## src/csmab_pkg.sv

```systemverilog
`default_nettype none
package csmab_pkg;

	// Width of the gap, jam and backoff countdown
	localparam int COUNT_WIDTH = 20;

	localparam int DRAW_W   = 10;
	localparam int LEN_W    = 10;
	localparam int TAIL_W   = 12;
	localparam int LIMIT_W  = 5;
	localparam int CAP_W    = 4;
	localparam int PHASE_W  = 3;
	localparam int ATT_W    = 5;
	localparam int PROG_W   = 13;
	localparam int PROD_W   = DRAW_W + LEN_W;
	localparam int CNT_EXT_W = ((PROD_W > COUNT_WIDTH) ? PROD_W : COUNT_WIDTH) + 1;

	localparam int IN_DATA_W  = 16;
	localparam int OUT_DATA_W = 16;
	localparam int APB_ADDR_W = 5;
	localparam int APB_DATA_W = 32;
	localparam int REG_IDX_W  = 3;

	// Phase codes as shown on the result stream
	localparam logic [PHASE_W-1:0] PHASE_IDLE    = 3'd0;
	localparam logic [PHASE_W-1:0] PHASE_LISTEN  = 3'd1;
	localparam logic [PHASE_W-1:0] PHASE_TX      = 3'd2;
	localparam logic [PHASE_W-1:0] PHASE_JAM     = 3'd3;
	localparam logic [PHASE_W-1:0] PHASE_BACKOFF = 3'd4;

	// Register indexes (byte address = 4 * index)
	localparam logic [REG_IDX_W-1:0] REG_GAP   = 3'd0;
	localparam logic [REG_IDX_W-1:0] REG_JAM   = 3'd1;
	localparam logic [REG_IDX_W-1:0] REG_SLOT  = 3'd2;
	localparam logic [REG_IDX_W-1:0] REG_SPAN  = 3'd3;
	localparam logic [REG_IDX_W-1:0] REG_TAIL  = 3'd4;
	localparam logic [REG_IDX_W-1:0] REG_LIMIT = 3'd5;
	localparam logic [REG_IDX_W-1:0] REG_CAP   = 3'd6;

	// Register reset values
	localparam logic [LEN_W-1:0]   GAP_RST   = 10'd96;
	localparam logic [LEN_W-1:0]   JAM_RST   = 10'd148;
	localparam logic [LEN_W-1:0]   SLOT_RST  = 10'd200;
	localparam logic [LEN_W-1:0]   SPAN_RST  = 10'd100;
	localparam logic [TAIL_W-1:0]  TAIL_RST  = 12'd576;
	localparam logic [LIMIT_W-1:0] LIMIT_RST = 5'd16;
	localparam logic [CAP_W-1:0]   CAP_RST   = 4'd10;

	localparam logic [ATT_W-1:0] ATT_MAX = 5'd31;

	typedef struct packed {
		logic [LEN_W-1:0]   gap_bits;
		logic [LEN_W-1:0]   jam_bits;
		logic [LEN_W-1:0]   slot_bits;
		logic [LEN_W-1:0]   span_bits;
		logic [TAIL_W-1:0]  tail_bits;
		logic [LIMIT_W-1:0] attempt_limit;
		logic [CAP_W-1:0]   exponent_cap;
	} cfg_t;

	typedef struct packed {
		logic [DRAW_W-1:0] random_draw;
		logic              carrier_sensed;
		logic              frame_waiting;
	} item_t;

	typedef struct packed {
		logic [ATT_W-1:0]   attempt_count;
		logic               gave_up;
		logic               sent_ok;
		logic               transmitting;
		logic [PHASE_W-1:0] phase;
	} result_t;

endpackage
`default_nettype wire

```

## src/csmab_cfg.sv

```systemverilog
`default_nettype none
module csmab_cfg (
	input  wire logic                                  clk,
	input  wire logic                                  arst_n,
	input  wire logic                                  psel,
	input  wire logic                                  penable,
	input  wire logic                                  pwrite,
	input  wire logic [csmab_pkg::APB_ADDR_W-1:0]      paddr,
	input  wire logic [csmab_pkg::APB_DATA_W-1:0]      pwdata,
	output logic      [csmab_pkg::APB_DATA_W-1:0]      prdata,
	output logic                                       pready,
	output csmab_pkg::cfg_t                            cfg
);

	csmab_pkg::cfg_t                     cfg_q;
	logic [csmab_pkg::REG_IDX_W-1:0]     idx;
	logic                                wr_en;

	assign idx    = paddr[csmab_pkg::APB_ADDR_W-1:2];
	assign pready = 1'b1;
	assign wr_en  = psel & penable & pwrite & pready;
	assign cfg    = cfg_q;

	always_ff @(posedge clk or negedge arst_n) begin
		if (!arst_n) begin
			cfg_q.gap_bits      <= csmab_pkg::GAP_RST;
			cfg_q.jam_bits      <= csmab_pkg::JAM_RST;
			cfg_q.slot_bits     <= csmab_pkg::SLOT_RST;
			cfg_q.span_bits     <= csmab_pkg::SPAN_RST;
			cfg_q.tail_bits     <= csmab_pkg::TAIL_RST;
			cfg_q.attempt_limit <= csmab_pkg::LIMIT_RST;
			cfg_q.exponent_cap  <= csmab_pkg::CAP_RST;
		end else if (wr_en) begin
			unique case (idx)
				csmab_pkg::REG_GAP:   cfg_q.gap_bits      <= pwdata[csmab_pkg::LEN_W-1:0];
				csmab_pkg::REG_JAM:   cfg_q.jam_bits      <= pwdata[csmab_pkg::LEN_W-1:0];
				csmab_pkg::REG_SLOT:  cfg_q.slot_bits     <= pwdata[csmab_pkg::LEN_W-1:0];
				csmab_pkg::REG_SPAN:  cfg_q.span_bits     <= pwdata[csmab_pkg::LEN_W-1:0];
				csmab_pkg::REG_TAIL:  cfg_q.tail_bits     <= pwdata[csmab_pkg::TAIL_W-1:0];
				csmab_pkg::REG_LIMIT: cfg_q.attempt_limit <= pwdata[csmab_pkg::LIMIT_W-1:0];
				csmab_pkg::REG_CAP:   cfg_q.exponent_cap  <= pwdata[csmab_pkg::CAP_W-1:0];
				default: begin
					// no register here: drop the write
				end
			endcase
		end
	end

	always_comb begin
		unique case (idx)
			csmab_pkg::REG_GAP:   prdata = csmab_pkg::APB_DATA_W'(cfg_q.gap_bits);
			csmab_pkg::REG_JAM:   prdata = csmab_pkg::APB_DATA_W'(cfg_q.jam_bits);
			csmab_pkg::REG_SLOT:  prdata = csmab_pkg::APB_DATA_W'(cfg_q.slot_bits);
			csmab_pkg::REG_SPAN:  prdata = csmab_pkg::APB_DATA_W'(cfg_q.span_bits);
			csmab_pkg::REG_TAIL:  prdata = csmab_pkg::APB_DATA_W'(cfg_q.tail_bits);
			csmab_pkg::REG_LIMIT: prdata = csmab_pkg::APB_DATA_W'(cfg_q.attempt_limit);
			csmab_pkg::REG_CAP:   prdata = csmab_pkg::APB_DATA_W'(cfg_q.exponent_cap);
			default:              prdata = '0;
		endcase
	end

endmodule
`default_nettype wire

```

## src/csmab_fsm.sv

```systemverilog
`default_nettype none
module csmab_fsm (
	input  wire logic              clk,
	input  wire logic              arst_n,
	input  wire logic              advance,
	input  wire csmab_pkg::item_t  item_s1,
	input  wire csmab_pkg::cfg_t   cfg,
	output csmab_pkg::result_t     result_q
);

	typedef enum logic [csmab_pkg::PHASE_W-1:0] {
		ST_IDLE    = csmab_pkg::PHASE_IDLE,
		ST_LISTEN  = csmab_pkg::PHASE_LISTEN,
		ST_TX      = csmab_pkg::PHASE_TX,
		ST_JAM     = csmab_pkg::PHASE_JAM,
		ST_BACKOFF = csmab_pkg::PHASE_BACKOFF
	} state_t;

	state_t                                state_q, state_d;
	logic [csmab_pkg::COUNT_WIDTH-1:0]     cnt_q, cnt_d, cnt_tick, gap_load, jam_load, backoff_len;
	logic [csmab_pkg::PROG_W-1:0]          prog_q, prog_d, prog_inc, frame_len;
	logic [csmab_pkg::ATT_W-1:0]           att_q, att_d, exp_k;
	logic                                  tick_done, sent_ok, gave_up;
	logic [csmab_pkg::DRAW_W-1:0]          draw_mask, slots;
	logic [csmab_pkg::PROD_W-1:0]          prod;
	logic [csmab_pkg::CNT_EXT_W-1:0]       prod_ext, cnt_max_ext;

	assign tick_done = (cnt_q <= csmab_pkg::COUNT_WIDTH'(1));
	assign cnt_tick  = tick_done ? '0 : cnt_q - csmab_pkg::COUNT_WIDTH'(1);
	assign gap_load  = csmab_pkg::COUNT_WIDTH'(cfg.gap_bits);
	assign jam_load  = csmab_pkg::COUNT_WIDTH'(cfg.jam_bits);
	assign prog_inc  = prog_q + csmab_pkg::PROG_W'(1);
	assign frame_len = csmab_pkg::PROG_W'(cfg.span_bits) + csmab_pkg::PROG_W'(cfg.tail_bits);

	// Backoff slots: draw masked to min(attempts, cap) low bits
	assign exp_k = (att_q < csmab_pkg::ATT_W'(cfg.exponent_cap)) ? att_q
		: csmab_pkg::ATT_W'(cfg.exponent_cap);

	always_comb begin
		for (int i = 0; i < csmab_pkg::DRAW_W; i++) begin
			draw_mask[i] = (csmab_pkg::ATT_W'(i) < exp_k);
		end
	end

	assign slots       = item_s1.random_draw & draw_mask;
	assign prod        = csmab_pkg::PROD_W'(slots) * csmab_pkg::PROD_W'(cfg.slot_bits);
	assign prod_ext    = csmab_pkg::CNT_EXT_W'(prod);
	assign cnt_max_ext = (csmab_pkg::CNT_EXT_W'(1) << csmab_pkg::COUNT_WIDTH)
		- csmab_pkg::CNT_EXT_W'(1);
	// Saturate a length that overflows the countdown
	assign backoff_len = (prod_ext > cnt_max_ext) ? '1
		: prod_ext[csmab_pkg::COUNT_WIDTH-1:0];

	always_comb begin
		state_d = state_q;
		cnt_d   = cnt_q;
		prog_d  = prog_q;
		att_d   = att_q;
		sent_ok = 1'b0;
		gave_up = 1'b0;
		unique case (state_q)
			ST_LISTEN: begin
				if (item_s1.carrier_sensed) begin
					cnt_d = gap_load;
				end else begin
					cnt_d = cnt_tick;
					if (tick_done) begin
						state_d = ST_TX;
						prog_d  = '0;
					end
				end
			end
			ST_TX: begin
				if ((prog_q < csmab_pkg::PROG_W'(cfg.span_bits)) && item_s1.carrier_sensed) begin
					att_d   = (att_q != csmab_pkg::ATT_MAX) ? att_q + csmab_pkg::ATT_W'(1)
						: att_q;
					state_d = ST_JAM;
					cnt_d   = jam_load;
					prog_d  = '0;
				end else begin
					prog_d = prog_inc;
					if (prog_inc >= frame_len) begin
						sent_ok = 1'b1;
						att_d   = '0;
						prog_d  = '0;
						state_d = ST_IDLE;
					end
				end
			end
			ST_JAM: begin
				cnt_d = cnt_tick;
				if (tick_done) begin
					if (att_q >= cfg.attempt_limit) begin
						gave_up = 1'b1;
						att_d   = '0;
						state_d = ST_IDLE;
					end else if (backoff_len == '0) begin
						state_d = ST_LISTEN;
						cnt_d   = gap_load;
					end else begin
						state_d = ST_BACKOFF;
						cnt_d   = backoff_len;
					end
				end
			end
			ST_BACKOFF: begin
				cnt_d = cnt_tick;
				if (tick_done) begin
					state_d = ST_LISTEN;
					cnt_d   = gap_load;
				end
			end
			default: begin
				state_d = ST_IDLE;
				if (item_s1.frame_waiting) begin
					state_d = ST_LISTEN;
					cnt_d   = gap_load;
				end
			end
		endcase
	end

	always_ff @(posedge clk or negedge arst_n) begin
		if (!arst_n) begin
			state_q  <= ST_IDLE;
			cnt_q    <= '0;
			prog_q   <= '0;
			att_q    <= '0;
			result_q <= '0;
		end else if (advance) begin
			state_q                <= state_d;
			cnt_q                  <= cnt_d;
			prog_q                 <= prog_d;
			att_q                  <= att_d;
			result_q.phase         <= state_d;
			result_q.transmitting  <= (state_d == ST_TX);
			result_q.sent_ok       <= sent_ok;
			result_q.gave_up       <= gave_up;
			result_q.attempt_count <= att_d;
		end
	end

endmodule
`default_nettype wire

```

## src/csma_cd_transmit_backoff.sv

```systemverilog
`default_nettype none
// Channel   Dir  Handshake                    Payload
// s_*       in   s_tvalid / s_tready          s_tdata: one bit time of line status
// m_*       out  m_tvalid / m_tready          m_tdata: phase and status after that bit
// APB       in   psel, penable, pwrite, pready  seven config registers at 4*index
//
// One bit time is accepted every cycle unless a stalled m_tready holds the output; its result
// passes the input register, then the result register fed by the state update.
// The state update is the single combinational next-state pass.
// A stalled m_tready holds the result register; the input register keeps
// taking one more transaction and then s_tready drops until the result drains.
// Reset (arst_n low) loads register defaults and returns the state to idle.
module csma_cd_transmit_backoff (
	input  wire logic                                 clk,
	input  wire logic                                 arst_n,
	input  wire logic                                 s_tvalid,
	output logic                                      s_tready,
	// [0] frame_waiting, [1] carrier_sensed, [11:2] random_draw, [15:12] zero
	input  wire logic [csmab_pkg::IN_DATA_W-1:0]      s_tdata,
	output logic                                      m_tvalid,
	input  wire logic                                 m_tready,
	// [2:0] phase, [3] transmitting, [4] sent_ok, [5] gave_up,
	// [10:6] attempt_count, [15:11] zero
	output logic      [csmab_pkg::OUT_DATA_W-1:0]     m_tdata,
	input  wire logic                                 psel,
	input  wire logic                                 penable,
	input  wire logic                                 pwrite,
	input  wire logic [csmab_pkg::APB_ADDR_W-1:0]     paddr,
	input  wire logic [csmab_pkg::APB_DATA_W-1:0]     pwdata,
	output logic      [csmab_pkg::APB_DATA_W-1:0]     prdata,
	output logic                                      pready
);

	csmab_pkg::cfg_t     cfg;
	csmab_pkg::item_t    item_s1;
	csmab_pkg::result_t  result_q;
	logic                valid_s1;
	logic                out_valid_q;
	logic                advance;

	csmab_cfg u_cfg (
		.clk     (clk),
		.arst_n  (arst_n),
		.psel    (psel),
		.penable (penable),
		.pwrite  (pwrite),
		.paddr   (paddr),
		.pwdata  (pwdata),
		.prdata  (prdata),
		.pready  (pready),
		.cfg     (cfg)
	);

	// Advance the held bit time whenever the result register is free or draining
	assign advance  = valid_s1 & (~out_valid_q | m_tready);
	assign s_tready = ~valid_s1 | advance;

	always_ff @(posedge clk or negedge arst_n) begin
		if (!arst_n) begin
			valid_s1 <= 1'b0;
		end else if (s_tready) begin
			valid_s1 <= s_tvalid;
		end
	end

	// Payload register: no reset needed
	always_ff @(posedge clk) begin
		if (s_tready & s_tvalid) begin
			item_s1 <= s_tdata[$bits(csmab_pkg::item_t)-1:0];
		end
	end

	csmab_fsm u_fsm (
		.clk      (clk),
		.arst_n   (arst_n),
		.advance  (advance),
		.item_s1  (item_s1),
		.cfg      (cfg),
		.result_q (result_q)
	);

	always_ff @(posedge clk or negedge arst_n) begin
		if (!arst_n) begin
			out_valid_q <= 1'b0;
		end else if (advance) begin
			out_valid_q <= 1'b1;
		end else if (m_tready) begin
			out_valid_q <= 1'b0;
		end
	end

	assign m_tvalid = out_valid_q;
	assign m_tdata  = csmab_pkg::OUT_DATA_W'(result_q);

endmodule
`default_nettype wire

```

## config.mk

```make
export PLATFORM = sky130hd
export DESIGN_NAME = csma_cd_transmit_backoff
export DESIGN_NICKNAME = d
export VERILOG_FILES = /design/src/csmab_pkg.sv /design/src/csmab_cfg.sv /design/src/csmab_fsm.sv /design/src/csma_cd_transmit_backoff.sv
export SDC_FILE = /design/constraint.sdc
export NUM_CORES = 1
export LEC_CHECK = 0
export ABC_AREA = 1
export BUFFER_PORTS_ARGS = -buffer_cell sky130_fd_sc_hd__buf_2
export CAP_MARGIN = 20
export CORE_MARGIN = 5
export CORE_UTILIZATION = 45
export DETAILED_ROUTE_END_ITERATION = 12
export GPL_ROUTABILITY_DRIVEN = 0
export GPL_TIMING_DRIVEN = 0
export SYNTH_ARGS = -nofsm -noshare
export SYNTH_HDL_FRONTEND = slang
export SYNTH_SLANG_ARGS = --single-unit
```

## constraint.sdc

```tcl
create_clock -name clk -period 15.3 [get_ports clk]
set_clock_uncertainty 0.1 [all_clocks]
set_input_delay 0.765 -clock clk [delete_from_list [all_inputs] [get_ports clk]]
set_output_delay 0.765 -clock clk [all_outputs]
set_load 0.05 [all_outputs]
```

==> results.md, run 1 <==
* Status: finished, final reports clean
* YS warnings at 0
* Fin cells at 1963
* Relative slew slack at 33.4%
* Reg clk slew, reported paths at 70 ps
* Worst Path Buf+Inv at 8
* Cell accounting for the most synthesized area: dfrtp_1
* Most common cell on crit path: nand2_1
* Slew at the pin with the worst max-slew slack at ~990 ps
* Routed length per instance at 16.4 um
* EDFF count, synth at 12
* Setup WS pre-CTS at 7370 ps
* Initial antenna violation count at 0
* Top cell type's share of synthesized area at 20.0%
* Area contributors post-synth: dfrtp_1, fa_1, ha_1
* R2R cell count at 37
* Sink Count at roughly 120
* Drc violations at 0
* RSZ-0062 raised after global routing: false
* Crit. End Element: flip-flop
* First-pass GRT wire length at 52200 um
* Startpoint type of the worst setup path: flip-flop
* Post-synthesis sequential area ratio at between 20% and 30%
* Synth unique cells at 53
* # port buffers at 57
* Via-to-Cell Ratio at 5.18
* Tmin final at ~8000 ps
* Fin worst setup slack at 7320 ps
* Placed Area at 12200 um^2
* Hold WC Path Type: in2async
* CTS root buffer: clkbuf_16
* Crit path largest cell delay at 770 ps
* Crit Path Max Fanout at 10
* MaxCap Viol Count at 0
* Drt first pass iters at 5
* Required time of the critical path at 15520 ps
* DRT antenna net count at 0
* CP delay by family, top: adder cells
* Placed cell count at 1931
* Synth cell count leaders: nand2_1, inv_1, nor2_1
* Clk_lat worst skew at ~440 ps
* Fraction of registers with async set/reset at 89.9%
* Die Wd at 169 um
* Max Clk Rate at 125 MHz
* Slew Viols, Final at 0
* H-tree levels at 4
* Peak supply drop at roughly 64 uV
* Met2 Use GR at 38.0%
* Final hold viol count at 0
* CP Class: reg2reg
* Synthesized flop and latch total at 119
* Busiest layer in global routing: met2
* Worst reg2reg path startpoint: u_cfg.cfg[1]$_DFFE_PN1P_
* Longest Clk Path Bufs at 2
* Main synth FF type: dfrtp_1
* # setup viols final at 0
* Grt total ovfl at 0
* Post-CTS setup buffer count at 0
* Final Instance Area at around 13000 um^2
* Initial core utilization at a little under half
* M1 GR Usage at 31.6%
* Cts repair resizes at 0
* Setup_tns at 0 ps
* Cell row count at between 50 and 60
* Die H at 169 um
* Diodes inserted at 0
* Layout cells sized above 1 at 11.1%
* Cell area after synthesis at 11400 um^2
* Count leader, synth: nand2_1
* Syn-to-layout area delta at 12.8%
* DPL Wire Length at 25900 um
* Fill cell count at 2483
* Worst r2r dst: u_fsm.cnt_q[5]$_DFFE_PN0P_
* Routed via count at 10200
* Crit path arrival time at 8200 ps
* CTS Hold Bufs at 0
* Met3 Use GR at 4.23%
* Die area at 28600 um^2
* Core footprint at between 20000 and 30000 um^2
* Nets@finish at 1843
* Final Cycle Share at 52.2%
* Overall Global Routing Usage at a little under a quarter
* Average size of a mapped cell at 7.50 um^2
* Slowest stage cell on the critical path: nor3_1
* I/O pins at ~110
* Total CTS buffers at 17
* Vias in the first global route at 9859
* CTS tree: yes
* Power Density at 123 nW/um^2
* FF-to-FF setup slack at 7320 ps
* Initial DRC Count at 670
* Number of cells produced by synthesis at roughly 1500
* P_leak at 6.85 nW
* Largest net degree at the start of global routing at 61
* DRT Wirelength at about 32000 um
[layer usage]
layer | up-vias | share of wire, %
met5 | - | 0
met4 | 0 | 1.4
met3 | 30 | 5.6
met2 | 256 | 48
met1 | 4869 | 45
li1 | 5012 | -
[report_power, final]
| group | switching [W] | total (W) | leakage, nW | internal, W |
|---|---|---|---|---|
| clock network | 0.000165 | 0.000437 | 0.305 | 0.000272 |
| registers | 0.0000665 | 0.000454 | 1.45 | 0.000388 |
| logic | 0.000462 | 0.000687 | 5.10 | 0.000225 |
[state kept, by name, summed over array words and instances (netlist names)]
name,count
u_cfg.cfg,61
u_fsm.result_q,11
valid_s1,1
m_tvalid,1
u_fsm.prog_q,13
u_fsm.cnt_q,20
item_s1,12
[cell type report]
class / count / area [um^2] / share of cell area [%]
clock buffer: 20 / 467 / 3.64
timing repair buffer: 59 / 323 / 2.52
sequential: 119 / 3060 / 23.8
inverter: 269 / 1010 / 7.87
tap: 330 / 413 / 3.22
buffer: 57 / 339 / 2.64
multi-input combinational: 1097 / 7060 / 55.0
clock inverter: 12 / 160 / 1.25
[metrics by stage]
step | util (%) | hold slack (ps) | power (W)
3_3_place_gp | 48.6 | 367 | 0.00113
5_1_grt | 51.2 | 316 | 0.00169
3_5_place_dp | 48.7 | 374 | 0.00114
2_1_floorplan | - | 353 | 0.000948
6_report | 51.2 | 251 | 0.00158
4_1_cts | 51.2 | 280 | 0.00158
[worst max-delay path by stage]
stage                                              from                          to  slack, ps  depth (start not counted)
after floorplan           u_fsm.result_q[8]$_DFFE_PN0P_  u_fsm.cnt_q[1]$_DFFE_PN0P_       8370                         37
after global placement         u_cfg.cfg[1]$_DFFE_PN1P_  u_fsm.cnt_q[7]$_DFFE_PN0P_       7420                         37
after detailed placement       u_cfg.cfg[1]$_DFFE_PN1P_  u_fsm.cnt_q[8]$_DFFE_PN0P_       7370                         37
after CTS                      u_cfg.cfg[1]$_DFFE_PN1P_  u_fsm.cnt_q[8]$_DFFE_PN0P_       7330                         37
after global routing           u_cfg.cfg[3]$_DFFE_PN1P_  u_fsm.cnt_q[8]$_DFFE_PN0P_       6760                         36
final                          u_cfg.cfg[1]$_DFFE_PN1P_  u_fsm.cnt_q[5]$_DFFE_PN0P_       7320                         37
[kinds of logic (layout without fill, tap and decap cells)]
kind of cell / Yosys count / count (layout) / share of synthesized area [%]
DFF: 119 / 119 / 26.9
adders and majority gates: 163 / 163 / 22.1
AOI/OAI and AO/OA: 227 / 227 / 11.9
buffers and inverters: 326 / 417 / 11.9
xor gates and xnor gates: 46 / 46 / 3.54
other: 2 / 26 / 0.0660
and+or+nand+nor: 635 / 635 / 23.7
[cell usage in the layout (no fill, tap or decap), types with 6 or more instances in the layout]
cell type  synthesis  layout
nor2_1           154     154
o21bai_1           7       7
o21ai_0          105     105
ha_1             100     100
xnor2_1            9       9
dfrtp_1           91      91
fa_1              63      63
o221ai_1           6       6
buf_2              6      62
xor2_1            37      37
buf_4             27      29
dfstp_2           16      16
nand4_1           13      13
nand2_1          331     331
o22ai_1           11      11
inv_1            262     262
a221oi_1          10      10
o211ai_1           7       7
clkbuf_16          0      17
clkbuf_1          18      18
conb_1             2      26
a21oi_1           49      49
edfxtp_1          12      12
a21oi_2            9       9
nand3_1           87      87
nor3_1            21      21
[worst register-to-register path, delay by kind of cell, from the launching register on]
kind                     cells  cell delay [ps]
buffers and inverters        8              570
AO/OA/AOI/OAI                2              130
adder cells (fa/ha/maj)      7             3280
AND/OR/NAND/NOR             19             2970
flip-flops                   1              510
XOR/XNOR                     1              310
Note: power is estimated with default switching activity, not from simulation.
==> inputs of run 2 (changes only) <==
Clock period 15.3 ns to 8.1 ns, I/O delays scaled along.
==> run 2 against run 1 <==
Effect of this change:
- cell area is 0.29% higher
- core utilization is 0.15 points higher
- die area stayed put
- critical path type unchanged
- largest cell class unchanged
==> results.md, run 2 (same netlist as run 1, synthesis figures left out) <==
* Status: finished, final reports clean
* Drt first pass iters at 6 (+1)
* Fin util at 51.4% (+0.15 points)
* Total CTS buffers at 17 (unchanged)
* Crit path arrival time at 7770 ps (-430 ps)
* DRT Wirelength at 32200 um (-0.14%)
* Clk_lat worst skew at 430 ps (about the same)
* Drc violations at 0 (unchanged)
* Post-CTS setup buffer count at 0 (unchanged)
* Core footprint at 25000 um^2 (unchanged)
* Sequential power share at 28.7% (about the same)
* Slew at the pin with the worst max-slew slack at 976 ps (-15.9 ps)
* Final hold viol count at 0 (unchanged)
* P_leak at 6.87 nW (+0.23%)
* DPL Wire Length at 25900 um (unchanged)
* Most frequent cells in the layout: nand2_1, inv_1, nor2_1, o21ai_0, ha_1
* Startpoint type of the worst setup path: flip-flop
* Power Density at 232 nW/um^2 (+89%)
* Crit Path Max Fanout at 10 (unchanged)
* RSZ-0062 raised after global routing: false
* CP Class: reg2reg
* Required time of the critical path at 8360 ps (-7160 ps)
* Internal at 0.00167 W (+89%)
* Max Clk Rate at 133 MHz (+6.2%)
* Clock Power Share at 27.6% (about the same)
* Vias in the first global route at 9861 (+0.020%)
* Overall Global Routing Usage at 22.9% (about the same)
* # port buffers at 57 (unchanged)
* Switching Power at 0.00132 W (+90%)
* Nets@finish at 1844 (+0.054%)
* MaxCap Viol Count at 0 (unchanged)
* Max reg flops at 61 (unchanged)
* Layout cells sized above 1 at 11.6% (+0.48 points)
* Sw Share at 44.0% (+0.058 points)
* Diodes inserted at 0 (unchanged)
* Fill cell count at 2479 (-0.16%)
* H-tree levels at 4 (unchanged)
* I/O pins at 111 (unchanged)
* Busiest layer in global routing: met2
* Crit path largest cell delay at 570 ps (-200 ps)
* First-pass GRT wire length at 52200 um (about the same)
* Sink Count at 119 (unchanged)
* R2R cell count at 39 (+5.4%)
* M1 GR Usage at 31.6% (about the same)
* DRT antenna net count at 0 (unchanged)
* Via-to-Cell Ratio at 5.16 (-0.33%)
* Slowest stage cell on the critical path: fa_1
* Initial core utilization at 45.4% (unchanged)
* Peak supply drop at 121 uV (+88%)
* Reg clk slew, reported paths at 70 ps (about the same)
* Cell row count at 58 (unchanged)
* Placed cell count at 1931 (unchanged)
* Setup_tns at 0 ps (unchanged)
* Pwr Total at 0.00299 W (+89%)
* Die area at 28600 um^2 (unchanged)
* Slew Viols, Final at 0 (unchanged)
* Longest Clk Path Bufs at 2 (unchanged)
* Hold path depth at 1
* Tmin final at 7520 ps (-465 ps)
* Final Cycle Share at 92.8% (+41 points)
* Largest net degree at the start of global routing at 61 (unchanged)
* Comb pwr share at 43.7% (about the same)
* Crit. End Element: flip-flop
* Routed length per instance at 16.4 um (-0.19%)
* Die Wd at 169 um (unchanged)
* Initial antenna violation count at 0 (unchanged)
* Met2 Use GR at 38.0% (unchanged)
* Routed via count at 10100 (-0.28%)
* Fin cells at 1964 (+0.051%)
* Die H at 169 um (unchanged)
* Hold WC Path Type: in2reg
* Initial DRC Count at 693 (+3.4%)
* Grt total ovfl at 0 (unchanged)
* Commonest non-fill, non-tap cell in the layout: nand2_1
* Met3 Use GR at 4.23% (unchanged)
* Relative slew slack at 33.2% (-0.11 points)
* Hold slack at 43.7 ps (-208 ps)
* CTS tree: yes
* # setup viols final at 0 (unchanged)
* Syn-to-layout area delta at 13.1%
* CTS root buffer: clkbuf_16
run 2: final cells by class:
type	count	area (um^2)	area share, %
Multi-Input combinational cell	1097	7090	55.1
Sequential cell	119	3060	23.8
Inverter	269	1010	7.85
Clock buffer	20	467	3.63
Tap cell	330	413	3.21
Buffer	57	339	2.63
Timing Repair Buffer	60	333	2.59
Clock inverter	12	160	1.24
run 2: layer usage:
layer,up-vias,share of wire [%],wire length (um)
li1,5021,-,-
met1,4824,46,14700
met2,256,48,15300
met3,38,5.4,1750
met4,0,1.5,490
met5,-,0,0
run 2: path summary, 6_finish.rpt:
path	startpoint	end	slack (ps)
min	s_tdata[8]	item_s1[8]$_DFFE_PP_	40
min in group asynchronous	arst_n	u_fsm.prog_q[10]$_DFFE_PN0P_	450
max	u_cfg.cfg[1]$_DFFE_PN1P_	u_fsm.cnt_q[7]$_DFFE_PN0P_	580
min reg2reg	u_cfg.cfg[49]$_DFFE_PN0P_	u_cfg.cfg[49]$_DFFE_PN0P_	380
max in group asynchronous	arst_n	u_cfg.cfg[43]$_DFFE_PN1P_	6660
max reg2reg	u_cfg.cfg[1]$_DFFE_PN1P_	u_fsm.cnt_q[7]$_DFFE_PN0P_	580
run 2: power by group through the flow:
| stage | logic, W | clock network, W | registers (W) |
|---|---|---|---|
| after floorplan | 0.000944 | 0 | 0.000848 |
| after global placement | 0.00127 | 0 | 0.000862 |
| after detailed placement | 0.00129 | 0 | 0.000864 |
| after CTS | 0.00129 | 0.000833 | 0.000855 |
| after global routing | 0.00147 | 0.000863 | 0.000873 |
| final | 0.00131 | 0.000826 | 0.000858 |
run 2: what timing repair did:
item	in CTS	in global routing
endpoints found under the hold margin	41	0
gates resized for setup	0	9
hold buffers	1	0
endpoints found under the setup margin	0	13
run 2: stage by stage:
stage,area [um^2],setup slack (ps)
floorplan,11500,1170
global placement,12200,219
detailed placement,12200,167
CTS,12800,134
global route,12900,34.0
finish,12900,585
run 2: critical path, delay by kind of cell (launching register included):
kind	cells	cell delay (ps)
buffers and inverters	11	860
XOR/XNOR	1	280
adder cells (fa/ha/maj)	7	3270
AND/OR/NAND/NOR	17	2040
flip-flops	1	510
AO/OA/AOI/OAI	3	370
==> inputs of run 3 (changes only) <==
Settings changed: CORE_UTILIZATION 45 to 61, HOLD_SLACK_MARGIN set to 0.1, PLACE_DENSITY set to 0.82.
==> run 3 against run 2 <==
Effect of this change:
- global-route usage grew 6.3 points
- flip-flop and latch count unchanged
- clock power down 6.4%
- sequential share of layout area increased by 0.077 points
- non-clock buffer count is 12 higher
- critical path type unchanged
- highest routed layer unchanged
==> results.md, run 3 (same netlist as run 1, synthesis figures left out) <==
* Syn-to-layout area delta at 12.7%
* DRT antenna net count at 0 (unchanged)
* Clk_lat worst skew at 430 ps (about the same)
* Post-CTS setup buffer count at 0 (unchanged)
* Comb pwr share at 44.7% (+1.0 points)
* Initial core utilization at 61.4% (+16 points)
* Startpoint type of the worst setup path: flip-flop
* Relative slew slack at 24.0% (-9.3 points)
* Hold WC Path Type: in2reg
* Via-to-Cell Ratio at 5.64 (+9.3%)
* H-tree levels at 4 (unchanged)
* Slew at the pin with the worst max-slew slack at 1110 ps (+136 ps)
* CTS root buffer: clkbuf_16
* Fill cell count at 1530 (-38%)
* # setup viols final at 0 (unchanged)
* Overall Global Routing Usage at 29.2% (+6.3 points)
* Most common cell on crit path: inv_1
* Commonest non-fill, non-tap cell in the layout: nand2_1
* Most frequent cells in the layout: nand2_1, inv_1, nor2_1, o21ai_0, ha_1
* Internal at 0.00163 W (-2.8%)
* Final hold viol count at 0 (unchanged)
* Longest Clk Path Bufs at 2 (unchanged)
* Tmin final at 7600 ps (+83.9 ps)
* Switching Power at 0.00133 W (+0.74%)
* Nets@finish at 1856 (+0.65%)
* Die Wd at 147 um (-13%)
* # port buffers at 57 (unchanged)
* Initial DRC Count at 1045 (+51%)
* Status: finished, final reports clean
* DRT Wirelength at 31000 um (-3.8%)
* Slew Viols, Final at 0 (unchanged)
* Final Cycle Share at 93.8% (+1.0 points)
* Routed length per instance at 16.5 um (+0.49%)
* Power Density at 230 nW/um^2 (-0.93%)
* Slowest stage cell on the critical path: fa_1
* Largest net degree at the start of global routing at 56 (-8.2%)
* Die H at 147 um (-13%)
* Setup WS pre-CTS at 195 ps (+28.3 ps)
* Total CTS buffers at 17 (unchanged)
* Core footprint at 18500 um^2 (-26%)
* Peak supply drop at 192 uV (+59%)
* Max reg flops at 61 (unchanged)
* Final Instance Area at 12800 um^2 (-0.32%)
* Crit Path Max Fanout at 10 (unchanged)
* Initial antenna violation count at 0 (unchanged)
* P_leak at 6.90 nW (+0.44%)
* CP Class: reg2reg
* Crit. End Element: flip-flop
* Layout cells sized above 1 at 11.5% (-0.15 points)
* Fin worst setup slack at 501 ps (-83.9 ps)
* MaxCap Viol Count at 0 (unchanged)
* RSZ-0062 raised after global routing: false
* Clock Power Share at 26.2% (-1.4 points)
* Placed Area at 12100 um^2 (-0.98%)
* I/O pins at 111 (unchanged)
* Crit path largest cell delay at 540 ps (-30 ps)
* CTS tree: yes
* Max Clk Rate at 132 MHz (-1.1%)
* Sink Count at 119 (unchanged)
* Drt first pass iters at 9 (+3)
* Grt total ovfl at 0 (unchanged)
* Crit path arrival time at 7820 ps (+50 ps)
* Required time of the critical path at 8320 ps (-40 ps)
* Diodes inserted at 0 (unchanged)
* Cell row count at 50 (-14%)
* Drc violations at 0 (unchanged)
* Sequential power share at 29.1% (+0.4 points)
* Routed via count at 10600 (+4.6%)
* Sw Share at 44.9% (+0.89 points)
* DPL Wire Length at 24200 um (-6.8%)
* First-pass GRT wire length at 51100 um (-2.1%)
* Die area at 21500 um^2 (-25%)
* Setup_tns at 0 ps (unchanged)
* Vias in the first global route at 10500 (+6.0%)
* Fin util at 69.3% (+18 points)
* Reg clk slew, reported paths at 60 ps (about the same)
## run 3: cell types whose count changed in the layout (fill, tap and decap cells not counted), sizes merged
cell,change
clkbuf,-3
clkinv,+4
dlygate4sd3,+12
bufinv,-1
## run 3: timing repair
item / in CTS / in global routing
endpoints found under the hold margin: 57 / 0
resized for setup: 0 / 8
setup endpoints to repair: 0 / 13
hold buffers: 13 / 0
## run 3: metal layers
| metal | routed length, um | part of all wire [%] | global-route usage, % | up-vias |
|---|---|---|---|---|
| li1 | - | - | - | 5047 |
| met1 | 12500 | 40 | 38.3 | 4968 |
| met2 | 14900 | 48 | 49.1 | 521 |
| met3 | 2730 | 8.8 | 4.93 | 74 |
| met4 | 844 | 2.7 | 10.3 | 0 |
| met5 | 0 | 0 | 0 | - |
## run 3: worst paths after layout
| check | slack, ps | cells after the start | end | startpoint |
|---|---|---|---|---|
| setup / recovery | 500 | 36 | u_fsm.cnt_q[3]$_DFFE_PN0P_ | u_cfg.cfg[3]$_DFFE_PN1P_ |
| hold / removal | 120 | 3 | u_cfg.cfg[19]$_DFFE_PN0P_ | pwdata[10] |
| setup reg to reg | 500 | 36 | u_fsm.cnt_q[3]$_DFFE_PN0P_ | u_cfg.cfg[3]$_DFFE_PN1P_ |
| hold reg to reg | 390 | 2 | u_cfg.cfg[50]$_DFFE_PN0P_ | u_cfg.cfg[50]$_DFFE_PN0P_ |
| max in group asynchronous | 6660 | 3 | u_cfg.cfg[57]$_DFFE_PN1P_ | arst_n |
| min in group asynchronous | 470 | 2 | u_fsm.prog_q[12]$_DFFE_PN0P_ | arst_n |
## run 3: cell type report
cell class | count | area, um^2 | share of cell area, %
clock buffer | 17 | 425 | 3.32
buffer | 57 | 339 | 2.64
timing repair buffer | 72 | 453 | 3.53
clock inverter | 15 | 168 | 1.31
multi-input combinational | 1097 | 7080 | 55.2
tap | 234 | 293 | 2.28
sequential | 119 | 3060 | 23.8
inverter | 269 | 1010 | 7.87
## run 3: through the flow
stage          power [W]  hold WS [ps]  std cells
2_1_floorplan    0.00179          9.41       1542
3_3_place_gp     0.00209           367       1833
3_5_place_dp     0.00213           374       1835
4_1_cts          0.00291           116       1880
5_1_grt          0.00314           137       1880
6_report         0.00295           118       1880
## run 3: power by group through the flow
stage	Clock, W	Combinational (W)	Sequential [W]
3_3_place_gp	0	0.00123	0.000856
6_report	0.000773	0.00132	0.000859
2_1_floorplan	0	0.000944	0.000848
5_1_grt	0.000804	0.00146	0.000871
4_1_cts	0.000776	0.00128	0.000851
3_5_place_dp	0	0.00127	0.000860
## run 3: critical path: cells and delay by family (launching register included)
family          cells  cell delay (ps)
flops               1              510
simple gates       18             2590
compound gates      2              170
fa+ha+maj           7             3260
buf+inv             8              540
xor+xnor            1              290
